File: src/rtl/core/tstg_pkg.sv
`timescale 1ns / 1ps
// ----------------------------------------------------------------------------
// tstg_pkg
// Types, codes and constants shared by the tag send trigger gate modules.
// ----------------------------------------------------------------------------
package tstg_pkg;

   localparam int UID_MAX_BYTES = 10;

   // Event codes
   localparam logic [2:0] CMD_SCAN   = 3'd0;
   localparam logic [2:0] CMD_LOAD   = 3'd1;
   localparam logic [2:0] CMD_ARM    = 3'd2;
   localparam logic [2:0] CMD_NOTE   = 3'd3;
   localparam logic [2:0] CMD_EXPIRE = 3'd4;

   // Trigger modes
   localparam logic [2:0] MODE_ON_LOAD   = 3'd0;
   localparam logic [2:0] MODE_EVERY     = 3'd1;
   localparam logic [2:0] MODE_ARMED     = 3'd2;
   localparam logic [2:0] MODE_ON_INSERT = 3'd4;

   // Reason codes
   localparam logic [3:0] RSN_COOLDOWN     = 4'd0;
   localparam logic [3:0] RSN_INSERTED     = 4'd1;
   localparam logic [3:0] RSN_EVERY_SCAN   = 4'd2;
   localparam logic [3:0] RSN_ARMED_SCAN   = 4'd3;
   localparam logic [3:0] RSN_HELD_LOAD    = 4'd4;
   localparam logic [3:0] RSN_HELD         = 4'd5;
   localparam logic [3:0] RSN_LOAD_IGNORED = 4'd6;
   localparam logic [3:0] RSN_NOTHING      = 4'd7;
   localparam logic [3:0] RSN_TOO_OLD      = 4'd8;
   localparam logic [3:0] RSN_SLOT_LOADED  = 4'd9;
   localparam logic [3:0] RSN_ARMED_SPOOL  = 4'd10;
   localparam logic [3:0] RSN_ARMED_WAIT   = 4'd11;
   localparam logic [3:0] RSN_NONE         = 4'd12;

   // Configuration register indexes
   localparam logic [1:0] CSR_TRIGGER_MODE   = 2'd0;
   localparam logic [1:0] CSR_COOLDOWN_MS    = 2'd1;
   localparam logic [1:0] CSR_SCAN_VALID_MS  = 2'd2;
   localparam logic [1:0] CSR_ARM_TIMEOUT_MS = 2'd3;

   typedef logic [UID_MAX_BYTES-1:0][7:0] tstg_tag_type;

   typedef struct packed {
      logic [2:0]  cmd;
      logic [63:0] uid_low;
      logic [15:0] uid_high;
      logic [3:0]  uid_len;
      logic [7:0]  channel;
      logic [31:0] now;
   } tstg_req_type;

   typedef struct packed {
      logic        send;
      logic [7:0]  send_channel;
      logic [3:0]  reason;
   } tstg_rsp_type;

   typedef struct packed {
      logic [2:0]  trigger_mode;
      logic [31:0] cooldown_ms;
      logic [31:0] scan_valid_ms;
      logic [31:0] arm_timeout_ms;
   } tstg_cfg_type;

   typedef struct packed {
      logic         pending_valid;
      logic [31:0]  pending_time;
      tstg_tag_type pending_tag;
      logic [3:0]   pending_tag_len;
      logic         is_armed;
      logic [7:0]   armed_chan;
      logic [31:0]  armed_time;
      logic         sent_valid;
      tstg_tag_type sent_tag;
      logic [3:0]   sent_tag_len;
      logic [7:0]   sent_chan;
      logic [31:0]  sent_time;
   } tstg_state_type;

endpackage

File: src/rtl/core/tstg_csr.sv
`timescale 1ns / 1ps
// ----------------------------------------------------------------------------
// tstg_csr
// Configuration registers, written one at a time over the csr channel.
// ----------------------------------------------------------------------------
module tstg_csr (
   input  logic                  clock,
   input  logic                  reset,
   input  logic                  csr_valid,
   output logic                  csr_ready,
   input  logic [1:0]            csr_index,
   input  logic [31:0]           csr_data,
   output tstg_pkg::tstg_cfg_type cfg
);
   import tstg_pkg::*;

   tstg_cfg_type cfg_ff;
   tstg_cfg_type cfg_in;

   assign csr_ready = 1'b1;
   assign cfg       = cfg_ff;

   always_comb begin
      cfg_in = cfg_ff;
      if (csr_valid) begin
         case (csr_index)
            CSR_TRIGGER_MODE:   cfg_in.trigger_mode   = csr_data[2:0];
            CSR_COOLDOWN_MS:    cfg_in.cooldown_ms    = csr_data;
            CSR_SCAN_VALID_MS:  cfg_in.scan_valid_ms  = csr_data;
            CSR_ARM_TIMEOUT_MS: cfg_in.arm_timeout_ms = csr_data;
            default:            cfg_in = cfg_ff;
         endcase
      end
   end

   always_ff @(posedge clock) begin
      if (reset) begin
         cfg_ff <= '0;
      end else begin
         cfg_ff <= cfg_in;
      end
   end

endmodule

File: src/rtl/core/tstg_decide.sv
`timescale 1ns / 1ps
// ----------------------------------------------------------------------------
// tstg_decide
// Send decision and next gate state for one event.
// ----------------------------------------------------------------------------
module tstg_decide (
   input  tstg_pkg::tstg_cfg_type   cfg,
   input  tstg_pkg::tstg_state_type state,
   input  tstg_pkg::tstg_req_type   item,
   output tstg_pkg::tstg_rsp_type   rsp,
   output tstg_pkg::tstg_state_type state_next
);
   import tstg_pkg::*;

   tstg_tag_type req_tag;
   tstg_tag_type cd_tag;
   logic [3:0]   cd_len;
   logic [7:0]   cd_chan;
   logic         mismatch;
   logic         in_cooldown;
   logic [3:0]   clamped_len;
   logic [31:0]  pending_age;
   logic [31:0]  armed_age;
   logic [31:0]  sent_age;
   logic         stale;
   logic         is_scan;

   assign req_tag     = {item.uid_high, item.uid_low};
   assign is_scan     = (item.cmd == CMD_SCAN);
   assign clamped_len = (item.uid_len > 4'(UID_MAX_BYTES)) ? 4'(UID_MAX_BYTES) : item.uid_len;
   assign pending_age = item.now - state.pending_time;
   assign armed_age   = item.now - state.armed_time;
   assign sent_age    = item.now - state.sent_time;
   assign stale       = (cfg.scan_valid_ms != '0) && (pending_age > cfg.scan_valid_ms);

   // Cooldown check: scans test the incoming tag with its raw length,
   // load and arm test the pending tag.
   always_comb begin
      cd_tag  = is_scan ? req_tag : state.pending_tag;
      cd_len  = is_scan ? item.uid_len : state.pending_tag_len;
      cd_chan = (is_scan && cfg.trigger_mode == MODE_ARMED) ? state.armed_chan : item.channel;
      mismatch = 1'b0;
      for (int i = 0; i < UID_MAX_BYTES; i++) begin
         if ((4'(i) < cd_len) && (cd_tag[i] != state.sent_tag[i])) begin
            mismatch = 1'b1;
         end
      end
      in_cooldown = state.sent_valid && (cfg.cooldown_ms != '0)
                    && (state.sent_chan == cd_chan)
                    && (cd_len != '0) && (cd_len == state.sent_tag_len)
                    && (cd_len <= 4'(UID_MAX_BYTES))
                    && !mismatch && (sent_age < cfg.cooldown_ms);
   end

   always_comb begin
      state_next = state;
      rsp.send         = 1'b0;
      rsp.send_channel = '0;
      rsp.reason       = RSN_NONE;
      case (item.cmd)
         CMD_SCAN: begin
            state_next.pending_valid   = 1'b1;
            state_next.pending_time    = item.now;
            state_next.pending_tag_len = clamped_len;
            state_next.pending_tag     = req_tag;
            if (cfg.trigger_mode == MODE_EVERY || cfg.trigger_mode == MODE_ON_INSERT) begin
               if (in_cooldown) begin
                  rsp.reason = RSN_COOLDOWN;
               end else begin
                  rsp.send         = 1'b1;
                  rsp.send_channel = item.channel;
                  rsp.reason       = (cfg.trigger_mode == MODE_ON_INSERT) ?
                                     RSN_INSERTED : RSN_EVERY_SCAN;
               end
            end else if (cfg.trigger_mode == MODE_ARMED && state.is_armed) begin
               state_next.is_armed = 1'b0;
               if (in_cooldown) begin
                  rsp.reason = RSN_COOLDOWN;
               end else begin
                  rsp.send         = 1'b1;
                  rsp.send_channel = state.armed_chan;
                  rsp.reason       = RSN_ARMED_SCAN;
               end
            end else begin
               rsp.reason = (cfg.trigger_mode == MODE_ON_LOAD) ? RSN_HELD_LOAD : RSN_HELD;
            end
         end
         CMD_LOAD: begin
            if (cfg.trigger_mode != MODE_ON_LOAD) begin
               rsp.reason = RSN_LOAD_IGNORED;
            end else if (!state.pending_valid) begin
               rsp.reason = RSN_NOTHING;
            end else if (stale) begin
               state_next.pending_valid = 1'b0;
               rsp.reason = RSN_TOO_OLD;
            end else if (in_cooldown) begin
               rsp.reason = RSN_COOLDOWN;
            end else begin
               rsp.send         = 1'b1;
               rsp.send_channel = item.channel;
               rsp.reason       = RSN_SLOT_LOADED;
            end
         end
         CMD_ARM: begin
            if (state.pending_valid && !stale && !in_cooldown) begin
               state_next.is_armed = 1'b0;
               rsp.send         = 1'b1;
               rsp.send_channel = item.channel;
               rsp.reason       = RSN_ARMED_SPOOL;
            end else begin
               state_next.is_armed   = 1'b1;
               state_next.armed_chan = item.channel;
               state_next.armed_time = item.now;
               rsp.reason = RSN_ARMED_WAIT;
            end
         end
         CMD_NOTE: begin
            state_next.sent_valid   = 1'b1;
            state_next.sent_tag_len = clamped_len;
            state_next.sent_tag     = req_tag;
            state_next.sent_chan    = item.channel;
            state_next.sent_time    = item.now;
         end
         CMD_EXPIRE: begin
            if (state.pending_valid && stale) begin
               state_next.pending_valid = 1'b0;
            end
            if (state.is_armed && (cfg.arm_timeout_ms != '0)
                && (armed_age > cfg.arm_timeout_ms)) begin
               state_next.is_armed = 1'b0;
            end
         end
         default: begin
            state_next = state;
         end
      endcase
   end

endmodule

File: src/rtl/core/tag_send_trigger_gate_unit.sv
`timescale 1ns / 1ps
// ----------------------------------------------------------------------------
// tag_send_trigger_gate_unit
// Event-driven send gate for tag scans: decides whether and where to send.
// ----------------------------------------------------------------------------
//  channel | direction | handshake            | payload
//  --------+-----------+----------------------+-------------------------------
//  req     | in        | req_valid/req_stall  | tstg_req_type (one event)
//  rsp     | out       | rsp_valid/rsp_stall  | tstg_rsp_type (one decision)
//  csr     | in        | csr_valid/csr_ready  | csr_index, csr_data (32 bit)
//
//  One transaction in, one transaction out. An event is registered on the
//  req side, then decided and applied to the gate state once the result
//  register is free, and its result is registered for rsp; one event per
//  cycle unless rsp stalls, limited by the single state update per clock.
//  Synchronous active-high reset clears configuration, gate state and both
//  valid flags; no clearing pass is needed. A stall on rsp holds the result
//  register and then the input register; req_stall rises only when both hold.
// ----------------------------------------------------------------------------
module tag_send_trigger_gate_unit (
   input  logic                   clock,
   input  logic                   reset,
   input  logic                   req_valid,
   output logic                   req_stall,
   input  tstg_pkg::tstg_req_type req_data,
   output logic                   rsp_valid,
   input  logic                   rsp_stall,
   output tstg_pkg::tstg_rsp_type rsp_data,
   input  logic                   csr_valid,
   output logic                   csr_ready,
   input  logic [1:0]             csr_index,
   input  logic [31:0]            csr_data
);
   import tstg_pkg::*;

   tstg_cfg_type   cfg;
   tstg_state_type state_ff;
   tstg_state_type state_in;
   tstg_state_type state_next;
   tstg_rsp_type   decision;

   logic           in_valid_ff;
   logic           in_valid_in;
   tstg_req_type   in_item_ff;
   tstg_req_type   in_item_in;
   logic           out_valid_ff;
   logic           out_valid_in;
   tstg_rsp_type   out_rsp_ff;
   tstg_rsp_type   out_rsp_in;

   logic           out_free;
   logic           fire;
   logic           req_take;

   tstg_csr u_csr (
      .clock     (clock),
      .reset     (reset),
      .csr_valid (csr_valid),
      .csr_ready (csr_ready),
      .csr_index (csr_index),
      .csr_data  (csr_data),
      .cfg       (cfg)
   );

   tstg_decide u_decide (
      .cfg        (cfg),
      .state      (state_ff),
      .item       (in_item_ff),
      .rsp        (decision),
      .state_next (state_next)
   );

   // The result register frees up when empty or when its transaction is taken.
   assign out_free  = !out_valid_ff || !rsp_stall;
   assign fire      = in_valid_ff && out_free;
   assign req_stall = in_valid_ff && !out_free;
   assign req_take  = req_valid && !req_stall;

   assign rsp_valid = out_valid_ff;
   assign rsp_data  = out_rsp_ff;

   always_comb begin
      // Input register: load on accept, drop once the event is decided.
      in_valid_in = in_valid_ff;
      in_item_in  = in_item_ff;
      if (req_take) begin
         in_valid_in = 1'b1;
         in_item_in  = req_data;
      end else if (fire) begin
         in_valid_in = 1'b0;
      end

      // Result register: capture the decision, drop once taken.
      out_valid_in = out_valid_ff;
      out_rsp_in   = out_rsp_ff;
      if (fire) begin
         out_valid_in = 1'b1;
         out_rsp_in   = decision;
      end else if (out_valid_ff && !rsp_stall) begin
         out_valid_in = 1'b0;
      end

      // Advance gate state only when an event is decided.
      state_in = fire ? state_next : state_ff;
   end

   always_ff @(posedge clock) begin
      if (reset) begin
         in_valid_ff  <= 1'b0;
         out_valid_ff <= 1'b0;
         state_ff     <= '0;
      end else begin
         in_valid_ff  <= in_valid_in;
         out_valid_ff <= out_valid_in;
         state_ff     <= state_in;
      end
   end

   always_ff @(posedge clock) begin
      in_item_ff <= in_item_in;
      out_rsp_ff <= out_rsp_in;
   end

`ifndef SYNTHESIS
   a_fire_gives_result: assert property (@(posedge clock) disable iff (reset)
      fire |=> rsp_valid)
      else $error("decided event did not reach the result register");

   a_no_send_no_channel: assert property (@(posedge clock) disable iff (reset)
      (rsp_valid && !rsp_data.send) |-> (rsp_data.send_channel == '0))
      else $error("non-send result carries a channel");

   a_send_reason: assert property (@(posedge clock) disable iff (reset)
      (rsp_valid && rsp_data.send) |->
         (rsp_data.reason == RSN_INSERTED || rsp_data.reason == RSN_EVERY_SCAN ||
          rsp_data.reason == RSN_ARMED_SCAN || rsp_data.reason == RSN_SLOT_LOADED ||
          rsp_data.reason == RSN_ARMED_SPOOL))
      else $error("send result with a hold reason");

   a_scan_sets_pending: assert property (@(posedge clock) disable iff (reset)
      (fire && in_item_ff.cmd == CMD_SCAN) |=> state_ff.pending_valid)
      else $error("scan did not leave a pending tag");

   a_stall_holds_input: assert property (@(posedge clock) disable iff (reset)
      req_stall |-> (in_valid_ff && out_valid_ff))
      else $error("req stalled with room in the pipeline");
`endif

endmodule

File: config.mk
export PLATFORM = sky130hd
export DESIGN_NAME = tag_send_trigger_gate_unit
export DESIGN_NICKNAME = d
export VERILOG_FILES = /design/src/rtl/core/tstg_pkg.sv /design/src/rtl/core/tstg_csr.sv /design/src/rtl/core/tstg_decide.sv /design/src/rtl/core/tag_send_trigger_gate_unit.sv
export SDC_FILE = /design/constraint.sdc
export NUM_CORES = 1
export LEC_CHECK = 0
export BUFFER_PORTS_ARGS = -buffer_cell sky130_fd_sc_hd__clkbuf_2
export CAP_MARGIN = 10
export CORE_MARGIN = 4
export CORE_UTILIZATION = 61
export DETAILED_ROUTE_END_ITERATION = 8
export PLACE_DENSITY = 0.77
export SETUP_SLACK_MARGIN = 0.05
export SYNTH_ARGS = -nofsm -noshare
export SYNTH_HDL_FRONTEND = slang
export SYNTH_HIERARCHICAL = 1
export SYNTH_SLANG_ARGS = --single-unit
File: constraint.sdc
create_clock -name clock -period 21.9 [get_ports clock]
set_input_delay 4.38 -clock clock [delete_from_list [all_inputs] [get_ports clock]]
set_output_delay 4.38 -clock clock [all_outputs]
set_load 0.1 [all_outputs]
* Yosys cells after proc, flatten, opt, wreduce, memory -nomap -nowiden
Cells that the tools add are included.
Storage, ports and cells: bits of input ports 166, bits in registers 524, output and inout port bits 16, logic and storage cells 197
Operators by class: add/subtract/negate cells 3, reductions and logical operators 59, order comparisons 15, eq/ne operators 27, bitwise logic cells 1, mux-type cells 47
Operators by type and width (number):
- nonzero test 32 bit | 3
- subtractor 32 bit | 3
- 2-to-1 mux 80 bit | 1
- != test 8 bit | 10
- greater-than comparator 32 bit | 2
- 2-to-1 mux 9 bit | 7
- case mux 13 bit (3 select lines) | 1
- less-than comparator 32 bit | 1
- 2-to-1 mux 4 bit | 8
- logical AND 1 bit | 29
- 2-to-1 mux 1 bit | 24
- less-than comparator 3 x 4 -> 1 bit, first input constant | 4
- 2-to-1 mux 13 bit | 1
- AND reduction 2 bit | 6
- == test 3 x 2 -> 1 bit, second input constant | 3
- nonzero test 3 bit | 3
- == test 8 bit | 1
- less-than comparator 1 x 4 -> 1 bit, first input constant | 2
- less-than comparator 2 x 4 -> 1 bit, first input constant | 2
- less-than comparator 4 bit, first input constant | 2
- 2-to-1 mux 8 bit | 1
- zero test 1 bit | 7
- == test 3 x 1 -> 1 bit, second input constant | 2
- == test 3 bit, second input constant | 2
- 18 further kinds | 27

* Logic depth before layout (Yosys ltp)
depth after elaboration 22, mapped depth 28, gate-level depth less buffers 27

* Cells and area by module
The synthesis kept the hierarchy.
Modules (own cells, without submodules):
- tag_send_trigger_gate_unit | cells each 1377, instances 1, seq. area each 9909.5 um^2, area each 17046.3 um^2
- tstg_decide | cells each 1965, instances 1, seq. area each 0.0 um^2, area each 13538.0 um^2
- tstg_csr | cells each 362, instances 1, seq. area each 1981.9 um^2, area each 3980.1 um^2

* Worst setup path before layout
OpenSTA, ideal clock, no wires.
kind input to register, start point input port rsp_stall, end point register in_item_ff[0] in the netlist's numbering, enable pin, library setup time 614 ps, stages on the path 3, required time 21286 ps, data arrival time 10327 ps, buffers on the path 0, slack 10959 ps, cells stage by stage nand3_1 inv_1 nor2_1
On the way: cells in the longest elaborated chain, start to end 6
Ends and longest elaborated chain:
- start, declared | line tag_send_trigger_gate_unit.sv:27 | input logic rsp_stall,
- zero test 1 bit | line tag_send_trigger_gate_unit.sv:74 | assign out_free = !out_valid_ff || !rsp_stall;
- logical OR 1 bit | line tag_send_trigger_gate_unit.sv:74
- zero test 1 bit | line tag_send_trigger_gate_unit.sv:76 | assign req_stall = in_valid_ff && !out_free;
- logical AND 1 bit | line tag_send_trigger_gate_unit.sv:76
- named net req_stall | line tag_send_trigger_gate_unit.sv:24 | output logic req_stall,
- zero test 1 bit | line tag_send_trigger_gate_unit.sv:77 | assign req_take = req_valid && !req_stall;
- logical AND 1 bit | line tag_send_trigger_gate_unit.sv:77
- end signal, assigned | line tag_send_trigger_gate_unit.sv:120 | in_item_ff <= in_item_in;
- end, declared | line tag_send_trigger_gate_unit.sv:44 | tstg_req_type in_item_ff;
The timed path passes the listed nets, and every way through them passes these cells. A chain may end at the register's enable or synchronous reset.

* Final worst setup path
start point input port rsp_stall, end point output port req_stall
On the way: cells in the longest elaborated chain, start to end 4
Ends and longest elaborated chain (line):
- zero test 1 bit | tag_send_trigger_gate_unit.sv:74
- logical OR 1 bit | tag_send_trigger_gate_unit.sv:74
- zero test 1 bit | tag_send_trigger_gate_unit.sv:76
- logical AND 1 bit | tag_send_trigger_gate_unit.sv:76
- end, declared | tag_send_trigger_gate_unit.sv:24
No other way between the ends.

==> results.md <==
- Die span in y: 246 um
- Max incr delay on CP: 470 ps
- Via density: 5.57
- GRT Total Usage: 0.252
- Final ANT Viol Nets: 0
- Critical path's most frequent cell: clkbuf_2
- Crit path max-delay family: buffers and inverters
- Synth async-reset ratio: 0
- Yosys reg bits: 524
- Postcts setup bufs: 0
- Routed len/inst: 17.1 um
- Sequential share of power: 0.436
- Final setup viols: 0
- WP data required: 17520 ps
- RSZ-0062 raised after global routing: no
- Post-synth EDFFs: 140
- Min Tclk post-route: 9590 ps
- Routability cong.: 0.922
- Setup TNS: 0 ps
- Crit. path cell count: 4
- Combinational power share: 0.158
- Synthesized instance count: 3704
- Switch Pwr: 655 uW
- Tcrit/Tclk final: 0.438
- Synth unique cells: 86
- R2R cell count: 25
- Die span in x: 246 um
- Synth warn: 6
- Final hold violation count: 0
- Vias in the first global route: 24400
- R2R Setup Slk: 14880 ps
- Net Count, Synth: 4061
- Most frequent cells in the layout: 715 x nand2b_1, 390 x mux2i_1, 384 x dfxtp_1
- CP endpoint kind: output pin
- Final #Nets: 4145
- First-pass GRT wire length: 126000 um
- End of the worst hold path: state_ff[252]$_SDFFE_PP0P_
- Worst Hold Depth: 2
- CTS Sinks: 524
- Ports: 182
- Mean post-synth cell area: 9.33 um2
- Cts repair resizes: 0
- H-tree depth: 2
- Worst path buffer plus inverter count: 3
- Largest net degree at the start of global routing: 361
- Initial antenna violation count: 0
- Fillers: 4563
- Max frequency: 104 MHz
- CP Max Fanout: 3
- Main flop type after synthesis: dfxtp_1
- Area of the mapped netlist: 34600 um2
- Site Rows: 86
- WL final: 78300 um
- Crit-path cells: clkbuf_2, nand3_1, inv_1, clkbuf_2
- Layout Skew: 24.3 ps
- Area grow syn2layout: 8.16%
- CTS clock-pin slew for the worst setup and hold paths: 50 ps
- Reg2reg end: state_ff[128]$_SDFFE_PP0P_
- Hold Crit Start: state_ff[252]$_SDFFE_PP0P_
- Arr. time, crit path: 5210 ps
- Full die area: 60500 um2
- P per Cell Area: 65.0 nW/um2
- Antenna diodes: 0
- HPWL Detailed: 53900 um
- Core Box Area: 55600 um2
- Slew @ Worst Pin: 1170 ps
- Status: complete, no violations
- CTS tree: yes
- Commonest non-fill, non-tap cell in the layout: nand2b_1
- Sw frac: 0.270
- CTS Root Cell: clkbuf_16
- Placed cell area: 35500 um2
- Final instance area: 37400 um2
- Total gr overflow: 0
- Routed vias: 25500
- Worst slew margin: 0.218
- I/O Buffers: 180
- Clock latency on the worst-skew pair: 640 ps
- Final Max Slew Viols: 0
- CTS buffer count: 58
- Crit Path Category: in2out
- Share of layout cells above drive strength 1: 0.126
- Clk pwr share: 0.405
- Seq/Total Area, Yosys: 0.344
- Max-cap violations: 0
- Crit-path slowest cell: clkbuf_2
- 1st-iter DRT viols: 1941
- Pint: 1770 uW
- Leakage power: 0.0147 uW
- Hold Buf Count CTS: 0
- Type of origin of the critical path: input pin
- CTS max path bufs: 3
- Initial DRT Pass Iterations: 5
- Min-delay worst type: reg2reg
- DRC viols: 0
- Reg2reg start: in_item_ff[0]$_DFFE_PP_
- Worst VDD drop: 67.2 uV
- Starting Density: 0.621
sequential cells by signal, indices dropped and copies added, names as in the netlist:
register and cells:
state_ff 283, in_item_ff 127, u_csr/cfg 99, rsp_data 13
in_valid_ff 1, rsp_valid 1
stage by stage:
stage | cells | hold slack, ps | power, uW | setup WS (ps) | util
after global routing | 4584 | 485 | 2540 | 12280 | 0.672
after floorplan | 3704 | 445 | 1370 | 10960 | -
after global placement | 4476 | 457 | 1450 | 12300 | 0.637
final | 4584 | 472 | 2430 | 12310 | 0.672
after CTS | 4584 | 475 | 2450 | 12310 | 0.672
after detailed placement | 4476 | 463 | 1460 | 12310 | 0.637
Yosys cell counts (27+ instances only):
master	instances	share of area
a21o_1	62	0.013
ha_1	188	0.068
clkbuf_1	107	0.012
inv_1	282	0.031
mux2_4	43	0.019
nor3_1	30	0.0043
a21oi_1	122	0.018
o21a_1	27	0.0059
nand3_1	32	0.0046
mux2i_1	390	0.11
o21ai_0	132	0.019
nand4_1	37	0.0067
edfxtp_1	140	0.12
mux2_2	124	0.040
nor2_1	75	0.0081
dfxtp_1	384	0.22
nand2b_1	715	0.13
nand2_1	256	0.028
xnor2_1	86	0.022
nor4_1	38	0.0069
xor2_1	81	0.021
logic make-up (layout without fill, tap and decap cells):
| group | count (synthesis) | in the layout | share of synthesized area |
|---|---|---|---|
| buf+inv | 461 | 593 | 0.0649 |
| fa+ha+maj | 191 | 191 | 0.0698 |
| mux | 558 | 558 | 0.172 |
| simple gates | 1283 | 1283 | 0.208 |
| other cells | 1 | 1 | 0.000108 |
| flops | 524 | 524 | 0.344 |
| compound gates | 519 | 519 | 0.0982 |
| xor+xnor | 167 | 167 | 0.0423 |
per-layer routing:
metal  vias to the layer above  track usage  wire length, um
met5                         -            0                0
met4                         0       0.0781             2410
met3                       141       0.0352             3480
met2                       518        0.405            35400
met1                     12000        0.355            37000
li1                      12900            -                -
layout make-up:
type / count / area [um2] / area share
inverters: 282 / 1060 / 0.0283
clock buffers: 84 / 1660 / 0.0444
multi-input cells: 2719 / 20500 / 0.547
flip-flops and latches: 524 / 11900 / 0.318
repair buffers: 203 / 1110 / 0.0297
clock inverters: 24 / 267 / 0.00713
well taps: 748 / 936 / 0.0250
power groups by stage:
stage	Sequential (uW)	Combinational [uW]	Clock [uW]
3_5_place_dp	1080	377	0
3_3_place_gp	1080	371	0
4_1_cts	1060	381	1010
5_1_grt	1060	425	1050
2_1_floorplan	1080	293	0
6_report	1060	385	985
how the worst max path moves through the flow:
| stage | from | endpoint |
|---|---|---|
| after floorplan | rsp_stall | in_item_ff[0]$_DFFE_PP_ |
| after global placement | rsp_stall | req_stall |
| after detailed placement | rsp_stall | req_stall |
| after CTS | rsp_stall | req_stall |
| after global routing | rsp_stall | req_stall |
| final | rsp_stall | req_stall |
worst reg2reg max path: stages, from the launching register on:
cell and delay (ps):
edfxtp_1 410, inv_1 220, ha_1 270, inv_1 80
fa_1 480, a211oi_1 300, o21a_1 220, o31ai_1 180
a211o_1 400, a221oi_1 570, o2111ai_1 290, nand3_1 180
nand2b_1 70, a21oi_1 170, xnor2_1 100, ha_1 310
nand4_1 90, nor2_1 290, and4_1 270, a211oi_1 190
or2_2 370, a31oi_4 180, buf_4 670, mux2_4 440
nand2b_1 80, mux2i_1 70
No activity file was read; power rests on OpenSTA's default activity.
